--- config.mk ---
export PLATFORM = sky130hd
export DESIGN_NAME = signed_int_to_decimal_ascii
export DESIGN_NICKNAME = d
export VERILOG_FILES = /design/src/hdl/sitda_pkg.sv /design/src/hdl/sitda_dpath.sv /design/src/hdl/sitda_ctrl.sv /design/src/hdl/signed_int_to_decimal_ascii.sv
export SDC_FILE = /design/constraint.sdc
export NUM_CORES = 1
export LEC_CHECK = 0
export ABC_AREA = 1
export ABC_CLOCK_PERIOD_IN_PS = 2300
export BUFFER_PORTS_ARGS = -buffer_cell sky130_fd_sc_hd__buf_2
export CAP_MARGIN = 20
export CORE_MARGIN = 3
export CORE_UTILIZATION = 50
export CTS_BUF_LIST = sky130_fd_sc_hd__clkbuf_8
export DETAILED_ROUTE_END_ITERATION = 10
export PLACE_DENSITY = 0.71
export SLEW_MARGIN = 10
export SYNTH_ARGS = -nofsm -noshare
export SYNTH_HDL_FRONTEND = slang
export SYNTH_SLANG_ARGS = --single-unit
--- constraint.sdc ---
create_clock -name clk -period 2.3 [get_ports clk]
set_input_delay 0.23 -clock clk [delete_from_list [all_inputs] [get_ports clk]]
set_output_delay 0.23 -clock clk [all_outputs]
set_load 0.02 [all_outputs]
--- src/hdl/sitda_pkg.sv ---
// Shared types, character constants and digit-count helper for the integer-to-text block.
package sitda_pkg;

  localparam logic [7:0] CHAR_ZERO  = 8'd48;
  localparam logic [7:0] CHAR_MINUS = 8'd45;
  localparam int         DIGIT_BITS = 4;

  typedef struct packed {
    logic load;
    logic conv;
    logic shift_digit;
    logic sel_sign;
  } sitda_cmd_t;

  typedef struct packed {
    logic bits_done;
    logic top_zero;
    logic last_digit;
    logic negative;
  } sitda_stat_t;

  function automatic int dec_digits(input int value_bits);
    logic [63:0] v;
    int          n;
    begin
      v = 64'd1 << (value_bits - 1);
      n = 0;
      do begin
        n = n + 1;
        v = v / 64'd10;
      end while (v != 64'd0);
      return n;
    end
  endfunction

endpackage

--- src/hdl/sitda_dpath.sv ---
// Datapath: magnitude shifter, shift-and-add-3 decimal register and character select.
module sitda_dpath
  import sitda_pkg::*;
#(
  parameter int VALUE_BITS = 32
) (
  input  logic                  clk,
  input  logic                  rst_n,
  input  logic [VALUE_BITS-1:0] in_value,
  input  sitda_cmd_t            cmd,
  output sitda_stat_t           stat,
  output logic [7:0]            out_char_code,
  output logic                  out_last_char
);

  localparam int NDIG  = dec_digits(VALUE_BITS);
  localparam int BCD_W = NDIG * DIGIT_BITS;
  localparam int BW    = $clog2(VALUE_BITS + 1);
  localparam int DW    = $clog2(NDIG + 1);

  logic [VALUE_BITS-1:0] mag_r, mag_nxt, mag_in;
  logic [BCD_W-1:0]      bcd_r, bcd_nxt, bcd_adj;
  logic                  neg_r, neg_nxt;
  logic [BW-1:0]         bit_cnt_r, bit_cnt_nxt;
  logic [DW-1:0]         dig_cnt_r, dig_cnt_nxt;
  logic [DIGIT_BITS-1:0] top_digit;

  assign mag_in = in_value[VALUE_BITS-1]
                ? (~in_value + {{(VALUE_BITS-1){1'b0}}, 1'b1}) : in_value;

  always_comb begin
    for (int i = 0; i < NDIG; i++) begin
      if (bcd_r[i*DIGIT_BITS +: DIGIT_BITS] >= 4'd5) begin
        bcd_adj[i*DIGIT_BITS +: DIGIT_BITS] = bcd_r[i*DIGIT_BITS +: DIGIT_BITS] + 4'd3;
      end else begin
        bcd_adj[i*DIGIT_BITS +: DIGIT_BITS] = bcd_r[i*DIGIT_BITS +: DIGIT_BITS];
      end
    end
  end

  always_comb begin
    mag_nxt     = mag_r;
    bcd_nxt     = bcd_r;
    neg_nxt     = neg_r;
    bit_cnt_nxt = bit_cnt_r;
    dig_cnt_nxt = dig_cnt_r;
    if (cmd.load) begin
      mag_nxt     = mag_in;
      bcd_nxt     = '0;
      neg_nxt     = in_value[VALUE_BITS-1];
      bit_cnt_nxt = BW'(VALUE_BITS);
      dig_cnt_nxt = DW'(NDIG);
    end else if (cmd.conv) begin
      bcd_nxt     = {bcd_adj[BCD_W-2:0], mag_r[VALUE_BITS-1]};
      mag_nxt     = {mag_r[VALUE_BITS-2:0], 1'b0};
      bit_cnt_nxt = bit_cnt_r - 1'b1;
    end else if (cmd.shift_digit) begin
      bcd_nxt     = bcd_r << DIGIT_BITS;
      dig_cnt_nxt = dig_cnt_r - 1'b1;
    end
  end

  always_ff @(posedge clk) begin
    if (!rst_n) begin
      bit_cnt_r <= '0;
      dig_cnt_r <= '0;
      neg_r     <= 1'b0;
    end else begin
      bit_cnt_r <= bit_cnt_nxt;
      dig_cnt_r <= dig_cnt_nxt;
      neg_r     <= neg_nxt;
    end
  end

  always_ff @(posedge clk) begin
    mag_r <= mag_nxt;
    bcd_r <= bcd_nxt;
  end

  assign top_digit = bcd_r[BCD_W-1 -: DIGIT_BITS];

  assign stat.bits_done  = (bit_cnt_r == BW'(1));
  assign stat.top_zero   = (top_digit == '0);
  assign stat.last_digit = (dig_cnt_r == DW'(1));
  assign stat.negative   = neg_r;

  assign out_char_code = cmd.sel_sign ? CHAR_MINUS : (CHAR_ZERO + {4'b0000, top_digit});
  assign out_last_char = stat.last_digit & ~cmd.sel_sign;

endmodule

--- src/hdl/sitda_ctrl.sv ---
// Controller state machine sequencing load, conversion, zero skip and character output.
module sitda_ctrl
  import sitda_pkg::*;
(
  input  logic        clk,
  input  logic        rst_n,
  input  logic        in_valid,
  output logic        in_ready,
  output logic        out_valid,
  input  logic        out_ready,
  input  sitda_stat_t stat,
  output sitda_cmd_t  cmd
);

  typedef enum logic [4:0] {
    S_IDLE  = 5'b00001,
    S_CONV  = 5'b00010,
    S_SKIP  = 5'b00100,
    S_SIGN  = 5'b01000,
    S_DIGIT = 5'b10000
  } state_t;

  state_t state_r, state_nxt;

  always_comb begin
    state_nxt = state_r;
    cmd       = '0;
    in_ready  = 1'b0;
    out_valid = 1'b0;
    case (state_r)
      S_IDLE: begin
        in_ready = 1'b1;
        if (in_valid) begin
          cmd.load  = 1'b1;
          state_nxt = S_CONV;
        end
      end
      S_CONV: begin
        cmd.conv = 1'b1;
        if (stat.bits_done) begin
          state_nxt = S_SKIP;
        end
      end
      S_SKIP: begin
        if (stat.top_zero && !stat.last_digit) begin
          cmd.shift_digit = 1'b1;
        end else if (stat.negative) begin
          state_nxt = S_SIGN;
        end else begin
          state_nxt = S_DIGIT;
        end
      end
      S_SIGN: begin
        out_valid    = 1'b1;
        cmd.sel_sign = 1'b1;
        if (out_ready) begin
          state_nxt = S_DIGIT;
        end
      end
      S_DIGIT: begin
        out_valid = 1'b1;
        if (out_ready) begin
          if (stat.last_digit) begin
            state_nxt = S_IDLE;
          end else begin
            cmd.shift_digit = 1'b1;
          end
        end
      end
      default: begin
        state_nxt = S_IDLE;
      end
    endcase
  end

  always_ff @(posedge clk) begin
    if (!rst_n) begin
      state_r <= S_IDLE;
    end else begin
      state_r <= state_nxt;
    end
  end

endmodule

--- src/hdl/signed_int_to_decimal_ascii.sv ---
// Top level of the signed integer to decimal ASCII text converter.
// Each input transaction carries one two's complement value of VALUE_BITS bits; the block
// answers with its decimal text, one ASCII character per output transaction, most
// significant first, a leading '-' for negative values, no leading zeros, and
// out_last_char set on the final character. Values are converted one at a time by a
// bit-serial shift-and-add-3 converter: the value is accepted, converted one input bit at
// a time, its suppressed leading zeros are skipped one digit at a time, then the sign and
// digits are offered, each held while out_ready is low. The decimal register holds NDIG
// digits, the digit count of 2^(VALUE_BITS-1), and a new value is taken only when idle.
module signed_int_to_decimal_ascii
  import sitda_pkg::*;
#(
  parameter int VALUE_BITS = 32
) (
  input  logic                  clk,
  input  logic                  rst_n,
  input  logic                  in_valid,
  output logic                  in_ready,
  input  logic [VALUE_BITS-1:0] in_value,
  output logic                  out_valid,
  input  logic                  out_ready,
  output logic [7:0]            out_char_code,
  output logic                  out_last_char
);

  sitda_cmd_t  cmd;
  sitda_stat_t stat;

  sitda_ctrl u_ctrl (
    .clk       (clk),
    .rst_n     (rst_n),
    .in_valid  (in_valid),
    .in_ready  (in_ready),
    .out_valid (out_valid),
    .out_ready (out_ready),
    .stat      (stat),
    .cmd       (cmd)
  );

  sitda_dpath #(
    .VALUE_BITS (VALUE_BITS)
  ) u_dpath (
    .clk           (clk),
    .rst_n         (rst_n),
    .in_value      (in_value),
    .cmd           (cmd),
    .stat          (stat),
    .out_char_code (out_char_code),
    .out_last_char (out_last_char)
  );

endmodule

==> results.env, run 1 <==
WORSTSETUPSTARTPOINTTYPE='register'
IR_DROP_mV=0.559
NUMPLACEDINSTANCES=1037
CTS.SINKS=88
TOP_FANOUT_VALUE_ON_THE_CRITICAL_PATH=19
FIN_SETUP_TNS_NS=0
STD_CELL_ROWS=39
RSZ0062_AT_GRT='false'
YS_WARN_COUNT=0
CTS_SETUP_BUFFERS=0
PIN_COUNT=47
PLACED_CELL_AREA_SQ_UM=6270
NUMBER_OF_SYNTHESIZED_FLOPS_WITH_AN_ENABLE_PIN=32
CP.DEPTH=10
POST_SYNTH_INST_COUNT=878
PATH_BUF_INV=3
CP.REQUIRED_NS=2.60
CAP_VIOLATIONS=0
GRT_PASS1_WL_MM=23.4
DRIVE_GT1_SHARE_PCT=10.4
CLOCKROOTBUFFER='clkbuf_8'
YOSYSMOSTFREQUENTCELL='nand2_1'
ROUTED_WIRE_LENGTH_PER_INSTANCE_UM=12.8
INITIAL_UTILIZATION_PCT=52.0
ANTENNA_FOUND_INITIAL=0
WORSTSETUPENDPOINT='u_dpath.bcd_r[1]'
REGTOREGSETUPSLACK_NS=0.34
TRITONCTS='yes'
SETUP_VIOLATIONS=0
HOLDBUFCOUNTCTS=0
SYNTHESIS.AREA_SQ_UM=6010
DRTPASS1ITERATIONS=4
SYNTHDOMINANTCELLAREASHARE_PCT=18.6
PATH_CELLS='inv_1 -> ha_1 -> nand3_1 -> nand3_1 -> nor2_2 -> inv_4 -> nand3_2 -> inv_1 -> nand2_1 -> a21oi_1'
TOP_LAYER_USED='met4'
HOLD_PATH_CLASS='input port to register'
GRT_OVERFLOW_TOTAL=0
WORST_PATH_MAX_DELAY_CELL='nand3_2'
CRITICAL-PATH-MAX-STAGE-DELAY_NS=0.36
GRTUSAGETOTAL_PCT=21.1
POST-DP-HPWL_MM=9.64
DIE_HEIGHT_UM=116
MET1WIRELENGTH_MM=6.57
YS_SEQ_ELEMENTS=88
SLEW_VIOLATIONS=0
FP.COREAREA_SQ_UM=11600
FINALCRITICALPERIOD_NS=1.96
SYNTHESIS.AREA_PER_INSTANCE_SQ_UM=6.85
MAX-CLOCK-PATH-BUFFERS=2
CTS_INSERTED_BUFFERS=9
WORST_CLOCK_SKEW_NS=0.0185
GRT_MAX_DEGREE=43
CRITICAL_PATH.ENDPOINT_TYPE='register'
ANTENNA_CELLS=0
SYNTH_CELL_TYPES=40
SETUP.WORST_PATH.START='u_dpath.dig_cnt_r[1]'
WORST_EP_ARRIVAL_TIME_NS=2.26
DR_WL_MET2_MM=6.21
HTREEDEPTH=3
MET3_WIRELENGTH_UM=431
YOSYS.AREA.TOP_TYPE='dfxtp_1'
FF_TO_FF_PATH_DEPTH=10
INITIALDRTVIOLATIONCOUNT=376
DETAIL_ROUTE.DRC_VIOLATIONS=0
SYNTH_COMMONEST_CELLS='222 x nand2_1, 91 x nor2_1, 86 x inv_1'
RUN_STATUS='finished, final reports clean'
SYNTHTOPCELLSBYAREA='dfxtp_1 19%, edfxtp_1 16%, nand2_1 14%'
POWER_DENSITY_NORMALIZED_TO_CELL_AREA_nW_PER_UM2=818
AVGVIACOUNTPERCELL=5.40
MAXCLOCKFREQUENCY_MHz=511
REG2REG_TO='u_dpath.bcd_r[1]'
CHIPWIDTH_UM=116
SYNTH-ASYNC-RESET-RATIO_PCT=0
CLOCK_LATENCY_NS=0.37
CTS-RESIZED-GATES=0
FIN_CELLS=1053
VIAS_AFTER_DETAILED_ROUTING=5686
ROUTE.ANTENNA.REMAINING_NETS=0
SYNTH.YOSYS.SEQ_AREA_SHARE_PCT=34.6
VIAS_IN_THE_FIRST_GLOBAL_ROUTE=5246
GPL.FINAL_WEIGHTED_CONGESTION=0.886
CELLLEAKAGEPOWER_nW=2.69
NUMPORTBUFFERS=43
AREA_GROWTH_PCT=7.63
TIMING.CRITICAL_PATH.MAX_DELAY_FAMILY='simple AND/OR/NAND/NOR gates'
DIE-AREA_SQ_UM=13400
RR_STARTPOINT='u_dpath.dig_cnt_r[1]'
TOTAL_POWER_mW=5.30
ROUTED_WIRELENGTH_MM=13.5
NNETSFINAL=967
CLKSLEWWORSTSETUPHOLDPATHS_NS=0.10
HOLD_VIOLATIONS=0
WORST_HOLD_MARGIN_NS=0.103
FILLER_CELL_COUNT=1120
YS.FLOP_TYPE='dfxtp_1'
TIMING.SETUP.CRITICAL_PATH_CLASS='register to register'
STDCELL_AREA_SQ_UM=6470
FIN_CRIT_SH_PCT=85.1
## flip-flops by register name, indices dropped and copies added (netlist names)
register	flops
u_dpath.bit_cnt_r	6
u_dpath.neg_r	1
u_ctrl.state_r	5
u_dpath.bcd_r	40
u_dpath.dig_cnt_r	4
u_dpath.mag_r	32
## kinds of logic (layout without fill, tap and decap cells)
group           after synthesis  in the layout  synth area share [%]
simple gates                462            462                  34.3
compound gates              152            152                  13.3
buf+inv                     133            164                  10.1
flops                        88             88                  34.6
fa+ha+maj                    26             26                  5.41
xor+xnor                     15             15                  2.18
other cells                   2              3                 0.125
## worst min path at each step
stage	startpoint	end	cells after the start
2_1_floorplan	rst_n	u_ctrl.state_r[0]	1
3_3_place_gp	u_dpath.bcd_r[3]	u_dpath.bcd_r[3]	2
3_5_place_dp	u_dpath.bcd_r[3]	u_dpath.bcd_r[3]	2
4_1_cts	rst_n	u_ctrl.state_r[0]	2
5_1_grt	rst_n	u_ctrl.state_r[0]	2
6_report	rst_n	u_ctrl.state_r[0]	2
## cell usage in the layout, fill, tap and decap left out, drive strengths merged, types with 2 or more instances in the layout
cell type	instances
or2	3
clkinv	3
dfxtp	56
o31ai	2
ha	26
o211ai	2
o211a	2
nand3	76
clkbuf	9
nand2	224
buf	54
conb	3
xnor2	6
nand4	58
inv	96
o21ai	63
xor2	9
o22ai	7
edfxtp	32
nor2	98
a21oi	74
## report_power, final
part	internal [mW]	switching [mW]	total [mW]
registers	2.19	0.150	2.34
logic	0.586	1.26	1.85
clock network	0.512	0.600	1.11
## cell type report
type | count | area (sq um) | share of cell area, %
multi-input combinational | 658 | 3330 | 51.5
sequential | 88 | 2080 | 32.2
inverter | 94 | 355 | 5.49
timing repair buffer | 54 | 323 | 4.99
tap | 143 | 179 | 2.76
clock buffer | 9 | 124 | 1.91
clock inverter | 7 | 77.6 | 1.20
## worst register-to-register path, stage by stage (launching register included)
cell,delay (ns)
dfxtp_1,0.32
inv_1,0.09
ha_1,0.17
nand3_1,0.16
nand3_1,0.13
nor2_2,0.06
inv_4,0.17
nand3_2,0.37
inv_1,0.24
nand2_1,0.08
a21oi_1,0.12
## layer usage
metal | up-vias | GRT usage, %
met2 | 101 | 35.0
met5 | - | 0
li1 | 2985 | -
met1 | 2582 | 28.4
met4 | 0 | 8.28
met3 | 18 | 2.45
## metrics by stage
step	setup WS (ns)	util [%]
after floorplan	0.125	-
after global placement	0.424	54.2
after detailed placement	0.354	54.2
after CTS	0.313	56.0
after global routing	0.0721	56.0
final	0.344	56.0
No activity file was read; power rests on OpenSTA's default activity.
==> inputs of run 2 (changes only) <==
--- a/config.mk
+++ b/config.mk
@@ -10,5 +10,5 @@
 export BUFFER_PORTS_ARGS = -buffer_cell sky130_fd_sc_hd__buf_2
 export CAP_MARGIN = 20
-export CORE_MARGIN = 3
+export CORE_MARGIN = 10
 export CORE_UTILIZATION = 50
 export CTS_BUF_LIST = sky130_fd_sc_hd__clkbuf_8
==> constraint.sdc (replaced) <==
create_clock -name clk -period 2.3 [get_ports clk]
set_input_delay 0.23 -clock clk [delete_from_list [all_inputs] [get_ports clk]]
set_output_delay 0.23 -clock clk [all_outputs]
set_load 0.1 [all_outputs]
==> results.env, run 2 (synthesis gave the netlist of run 1 again) <==
MET1WIRELENGTH_MM=6.55  # -0.38%
FIN_SETUP_TNS_NS=0  # unchanged
CRITICAL_PATH.ENDPOINT_TYPE='output port'
CRITICAL-PATH-MAX-STAGE-DELAY_NS=0.44  # +0.08 ns
CHIPWIDTH_UM=130  # +12%
CTS-RESIZED-GATES=0  # unchanged
NUMPORTBUFFERS=43  # unchanged
PIN_COUNT=47  # unchanged
DIE-AREA_SQ_UM=16800  # +26%
ANTENNA_FOUND_INITIAL=0  # unchanged
POWER_DENSITY_NORMALIZED_TO_CELL_AREA_nW_PER_UM2=833  # +1.8%
CP.REQUIRED_NS=2.07  # -0.53 ns
DRIVE_GT1_SHARE_PCT=10.4  # unchanged
HTREEDEPTH=3  # unchanged
POST-DP-HPWL_MM=9.95  # +3.3%
FILLER_CELL_COUNT=1179  # +5.3%
MAXCLOCKFREQUENCY_MHz=516  # +0.88%
REGISTERS.TOP_BY_FF_COUNT='u_dpath.bcd_r'
WORST_HOLD_MARGIN_NS=0.117  # +0.0133 ns
GRT_OVERFLOW_TOTAL=0  # unchanged
WORST_EP_ARRIVAL_TIME_NS=1.71  # -0.55 ns
STDCELL_AREA_SQ_UM=6440  # -0.48%
INITIAL_UTILIZATION_PCT=51.8  # -0.22 points
RSZ0062_AT_GRT='false'
GPL.FINAL_WEIGHTED_CONGESTION=0.890  # +0.42%
FP.COREAREA_SQ_UM=11600  # +0.42%
FIN_CRIT_SH_PCT=84.3  # -0.74 points
INITIALDRTVIOLATIONCOUNT=448  # +19%
GRT_PASS1_WL_MM=24.0  # +2.5%
PATH_CELLS='inv_1 -> ha_1 -> nand3_1 -> nor2_1 -> buf_2'
TRITONCTS='yes'
PLACED_CELL_AREA_SQ_UM=6270  # unchanged
NNETSFINAL=967  # unchanged
DRTPASS1ITERATIONS=5  # +1
AREA_GROWTH_PCT=7.11
VIAS_IN_THE_FIRST_GLOBAL_ROUTE=5323  # +1.5%
TOP_LAYER_USED='met4'
DIE_HEIGHT_UM=130  # +12%
STD_CELL_ROWS=39  # unchanged
GRT_MAX_DEGREE=41  # -4.7%
REG_TOP3='u_dpath.bcd_r (40), u_dpath.mag_r (32), u_dpath.bit_cnt_r (6)'
CAP_VIOLATIONS=0  # unchanged
GRTUSAGETOTAL_PCT=16.9  # -4.2 points
CTS_SETUP_BUFFERS=0  # unchanged
VIAS_AFTER_DETAILED_ROUTING=5724  # +0.67%
HOLDBUFCOUNTCTS=0  # unchanged
ROUTED_WIRE_LENGTH_PER_INSTANCE_UM=13.1  # +2.6%
MET3_WIRELENGTH_UM=690  # +60%
ANTENNA_CELLS=0  # unchanged
CLOCKROOTBUFFER='clkbuf_8'
TOP_FANOUT_VALUE_ON_THE_CRITICAL_PATH=3  # -16
MOSTFREQUENTLAYOUTCELLS='222 x nand2_1, 91 x nor2_1, 86 x inv_1, 74 x a21oi_1, 73 x nand3_1'
DR_WL_MET2_MM=6.39  # +2.9%
CLOCK_LATENCY_NS=0.38  # about the same
FINALCRITICALPERIOD_NS=1.94  # -0.0170 ns
CTS_INSERTED_BUFFERS=9  # unchanged
CLKSLEWWORSTSETUPHOLDPATHS_NS=0.09  # about the same
WORST_CLOCK_SKEW_NS=0.0134  # -0.00513 ns
MAX_REG_FLOPS=40  # unchanged
DETAIL_ROUTE.DRC_VIOLATIONS=0  # unchanged
SETUP_VIOLATIONS=0  # unchanged
WORSTSETUPSTARTPOINTTYPE='register'
HOLD_VIOLATIONS=0  # unchanged
WORST_PATH_MAX_DELAY_CELL='buf_2'
AVGVIACOUNTPERCELL=5.44  # +0.67%
CELLLEAKAGEPOWER_nW=2.68  # -0.26%
CTS.SINKS=88  # unchanged
IR_DROP_mV=0.526  # -5.9%
SLEW_VIOLATIONS=0  # unchanged
RUN_STATUS='finished, final reports clean'
HOLD_PATH_CLASS='input port to register'
TIMING.SETUP.CRITICAL_PATH_CLASS='register to output port'
MAX-CLOCK-PATH-BUFFERS=2  # unchanged
ROUTED_WIRELENGTH_MM=13.8  # +2.6%
COMMONEST_NON_FILL_NON_TAP_CELL_IN_THE_LAYOUT='nand2_1'
ROUTE.ANTENNA.REMAINING_NETS=0  # unchanged
-- run 2: cell types whose count changed in the layout (fill, tap and decap cells not counted), sizes merged --
cell      previous run  this run
bufinv               1         0
clkinv               3         6
clkinvlp             1         0
inv                 96        95
-- run 2: final timing paths --
kind | start | endpoint | slack (ns) | cells past startpoint
worst min register to register | u_dpath.bcd_r[3] | u_dpath.bcd_r[3] | 0.48 | 2
worst max register to register | u_dpath.dig_cnt_r[1] | u_dpath.bcd_r[2] | 0.39 | 10
worst max-delay path | u_dpath.dig_cnt_r[1] | out_last_char | 0.36 | 5
worst min-delay path | rst_n | u_ctrl.state_r[0] | 0.12 | 2
-- run 2: cell type report --
cell class                 instances  area [sq um]  share of cell area, %
multi-input combinational        658          3330                   51.7
sequential                        88          2080                   32.3
inverter                          94           355                   5.52
timing repair buffer              54           323                   5.01
tap                              143           179                   2.78
clock buffer                       9           124                   1.92
clock inverter                     7          46.3                  0.719
-- run 2: critical path: cells and delay by family (launching register included) --
family,cells,cell delay (ns)
buffers and inverters,2,0.53
DFF,1,0.32
and+or+nand+nor,2,0.33
adders and majority gates,1,0.17
-- run 2: metal layers --
layer  global-route usage (%)  vias up
met2                     27.4      136
li1                         -     2987
met3                     4.00       19
met1                     21.8     2582
met4                     5.29        0
met5                        0        -
-- run 2: per-stage QoR --
| stage | power (mW) | util [%] | setup WS, ns | cells |
|---|---|---|---|---|
| global route | 5.77 | 55.5 | 0.113 | 1053 |
| detailed placement | 4.43 | 54.0 | 0.387 | 1037 |
| floorplan | 3.94 | - | -0.365 | 879 |
| global placement | 4.39 | 54.0 | 0.453 | 1037 |
| CTS | 5.41 | 55.5 | 0.338 | 1053 |
| finish | 5.37 | 55.5 | 0.361 | 1053 |
-- run 2: power breakdown --
part	internal, mW	switching (mW)	total (mW)
clock network	0.393	0.592	0.985
registers	2.19	0.147	2.33
logic	0.586	1.46	2.05
total	3.16	2.20	5.37
==> inputs of run 3 (changes only) <==
ABC_CLOCK_PERIOD_IN_PS = 1900   (was 2300)
PLACE_DENSITY = 0.68   (was 0.71)
clock period = 1.9 ns   (was 2.3 ns; I/O delays follow)
==> results.env, run 3 (synthesis gave the netlist of run 1 again) <==
IR_DROP_mV=0.663  # +26%
ANTENNA_CELLS=0  # unchanged
SLEW_VIOLATIONS=0  # unchanged
GRT_OVERFLOW_TOTAL=0  # unchanged
DIE_HEIGHT_UM=130  # unchanged
MOSTFREQUENTLAYOUTCELLS='217 x nand2_1, 89 x nor2_1, 86 x inv_1, 74 x a21oi_1, 73 x nand3_1'
RSZ0062_AT_GRT='true'
STD_CELL_ROWS=39  # unchanged
HTREEDEPTH=3  # unchanged
WORSTSETUPSTARTPOINTTYPE='register'
REGISTERS.TOP_BY_FF_COUNT='u_dpath.bcd_r'
FILLER_CELL_COUNT=1134  # -3.8%
FINALCRITICALPERIOD_NS=1.80
POST-DP-HPWL_MM=10.4  # +4.7%
WORST_CLOCK_SKEW_NS=0.00847  # -0.00492 ns
WORST_PATH_MAX_DELAY_CELL='dfxtp_1'
STDCELL_AREA_SQ_UM=6590  # +2.3%
TOP_FANOUT_VALUE_ON_THE_CRITICAL_PATH=3  # unchanged
DIE-AREA_SQ_UM=16800  # unchanged
TOTAL_POWER_mW=6.69  # +25%
CTS_INSERTED_BUFFERS=9  # unchanged
WORST_SLEW_MARGIN_REL_PCT=66.3
ROUTED_WIRELENGTH_MM=14.2  # +2.6%
DETAIL_ROUTE.DRC_VIOLATIONS=0  # unchanged
ANTENNA_FOUND_INITIAL=0  # unchanged
INITIALDRTVIOLATIONCOUNT=443  # -1.1%
REG_TOP3='u_dpath.bcd_r (40), u_dpath.mag_r (32), u_dpath.bit_cnt_r (6)'
MAX_REG_FLOPS=40  # unchanged
RR_STARTPOINT='u_dpath.dig_cnt_r[1]'
CP.REQUIRED_NS=1.71  # -0.36 ns
GRTUSAGETOTAL_PCT=17.0  # +0.13 points
FP.COREAREA_SQ_UM=11600  # unchanged
HOLD_VIOLATIONS=0  # unchanged
PIN_COUNT=47  # unchanged
AVGVIACOUNTPERCELL=5.49  # +0.94%
CRITICAL_PATH.ENDPOINT_TYPE='output port'
TIMING_WORST_SLEW_PIN_VALUE_NS=0.500
POSTLAYOUTCOREUTIL_PCT=56.7  # +1.2 points
HOLDBUFCOUNTCTS=0  # unchanged
NUMPORTBUFFERS=43  # unchanged
RUN_STATUS='finished, final reports clean'
DRIVE_GT1_SHARE_PCT=11.8  # +1.4 points
CLKSLEWWORSTSETUPHOLDPATHS_NS=0.08  # about the same
SETUP_SLACK_NS=0.105  # -0.256 ns
VIAS_AFTER_DETAILED_ROUTING=5811  # +1.5%
TIMING.SETUP.CRITICAL_PATH_CLASS='register to output port'
SETUP_VIOLATIONS=0  # unchanged
HOLD_PATH_CLASS='input port to register'
POWER_DENSITY_NORMALIZED_TO_CELL_AREA_nW_PER_UM2=1020  # +22%
SETUP.WORST_PATH.START='u_dpath.dig_cnt_r[1]'
WORST_EP_ARRIVAL_TIME_NS=1.61  # -0.10 ns
NNETSFINAL=973  # +0.62%
PLACED_CELL_AREA_SQ_UM=6360  # +1.4%
ROUTE.ANTENNA.REMAINING_NETS=0  # unchanged
GPL.FINAL_WEIGHTED_CONGESTION=0.912  # +2.4%
CLOCKROOTBUFFER='clkbuf_8'
WORST_HOLD_STARTPOINT='rst_n'
CTS.SINKS=88  # unchanged
FIN_CRIT_SH_PCT=94.5
PATH_CELLS='inv_1 -> ha_1 -> nand3_1 -> buf_4 -> nor2_4 -> buf_12'
GRT_MAX_DEGREE=46  # +12%
MAXCLOCKFREQUENCY_MHz=557
ROUTED_WIRE_LENGTH_PER_INSTANCE_UM=13.4  # +2.1%
CRITICAL-PATH-MAX-STAGE-DELAY_NS=0.31  # -0.13 ns
FIN_SETUP_TNS_NS=0  # unchanged
AREA_GROWTH_PCT=9.53
CTS-RESIZED-GATES=0  # unchanged
CELLLEAKAGEPOWER_nW=2.72  # +1.5%
TRITONCTS='yes'
VIAS_IN_THE_FIRST_GLOBAL_ROUTE=5390  # +1.3%
CAP_VIOLATIONS=0  # unchanged
INITIAL_UTILIZATION_PCT=51.8  # unchanged
GRT_PASS1_WL_MM=24.2  # +0.86%
CTS_SETUP_BUFFERS=0  # unchanged
COMMONEST_NON_FILL_NON_TAP_CELL_IN_THE_LAYOUT='nand2_1'
DRTPASS1ITERATIONS=5  # unchanged
MAX-CLOCK-PATH-BUFFERS=2  # unchanged
CLOCK_LATENCY_NS=0.37  # about the same
CHIPWIDTH_UM=130  # unchanged
DETAILEDPLACE.WORSTSLACK_NS=0.0501  # -0.337 ns
[run 3: cell type report]
type / instances / area, sq um / area share (%)
multi-input cells: 658 / 3370 / 51.2
flip-flops and latches: 88 / 2080 / 31.6
repair buffers: 60 / 400 / 6.08
inverters: 94 / 355 / 5.39
well taps: 143 / 179 / 2.72
clock buffers: 10 / 138 / 2.09
clock inverters: 6 / 58.8 / 0.893
[run 3: path summary, 6_finish.rpt]
kind,to,slack (ns),cells after the start
worst max-delay path,out_last_char,0.10,6
worst min-delay path,u_ctrl.state_r[0],0.1,2
worst max register to register,u_dpath.bcd_r[13],0.12,7
worst min register to register,u_dpath.bcd_r[3],0.48,2
[run 3: where the power goes]
group	internal [mW]	switching [mW]
logic	0.740	1.81
clock network	0.638	0.675
registers	2.65	0.184
[run 3: routing by layer]
layer	share of wire (%)	routed length, um	GRT usage [%]	vias up
met5	0	0	0	-
met4	1.6	223	5.62	0
met3	4.8	679	4.12	21
met2	46	6500	27.4	137
met1	48	6800	22.0	2654
li1	-	-	-	2999
[run 3: metrics by stage]
| stage | std cells | hold slack [ns] |
|---|---|---|
| final | 1059 | 0.0993 |
| after global routing | 1059 | 0.0963 |
| after CTS | 1059 | 0.0788 |
| after detailed placement | 1043 | 0.462 |
| after global placement | 1043 | 0.450 |
| after floorplan | 879 | 0.275 |
[run 3: worst max-delay path, delay by kind of cell (launching register included)]
| family | cells | cell delay, ns |
|---|---|---|
| and+or+nand+nor | 2 | 0.28 |
| adders and majority gates | 1 | 0.18 |
| DFF | 1 | 0.31 |
| buffers and inverters | 3 | 0.47 |
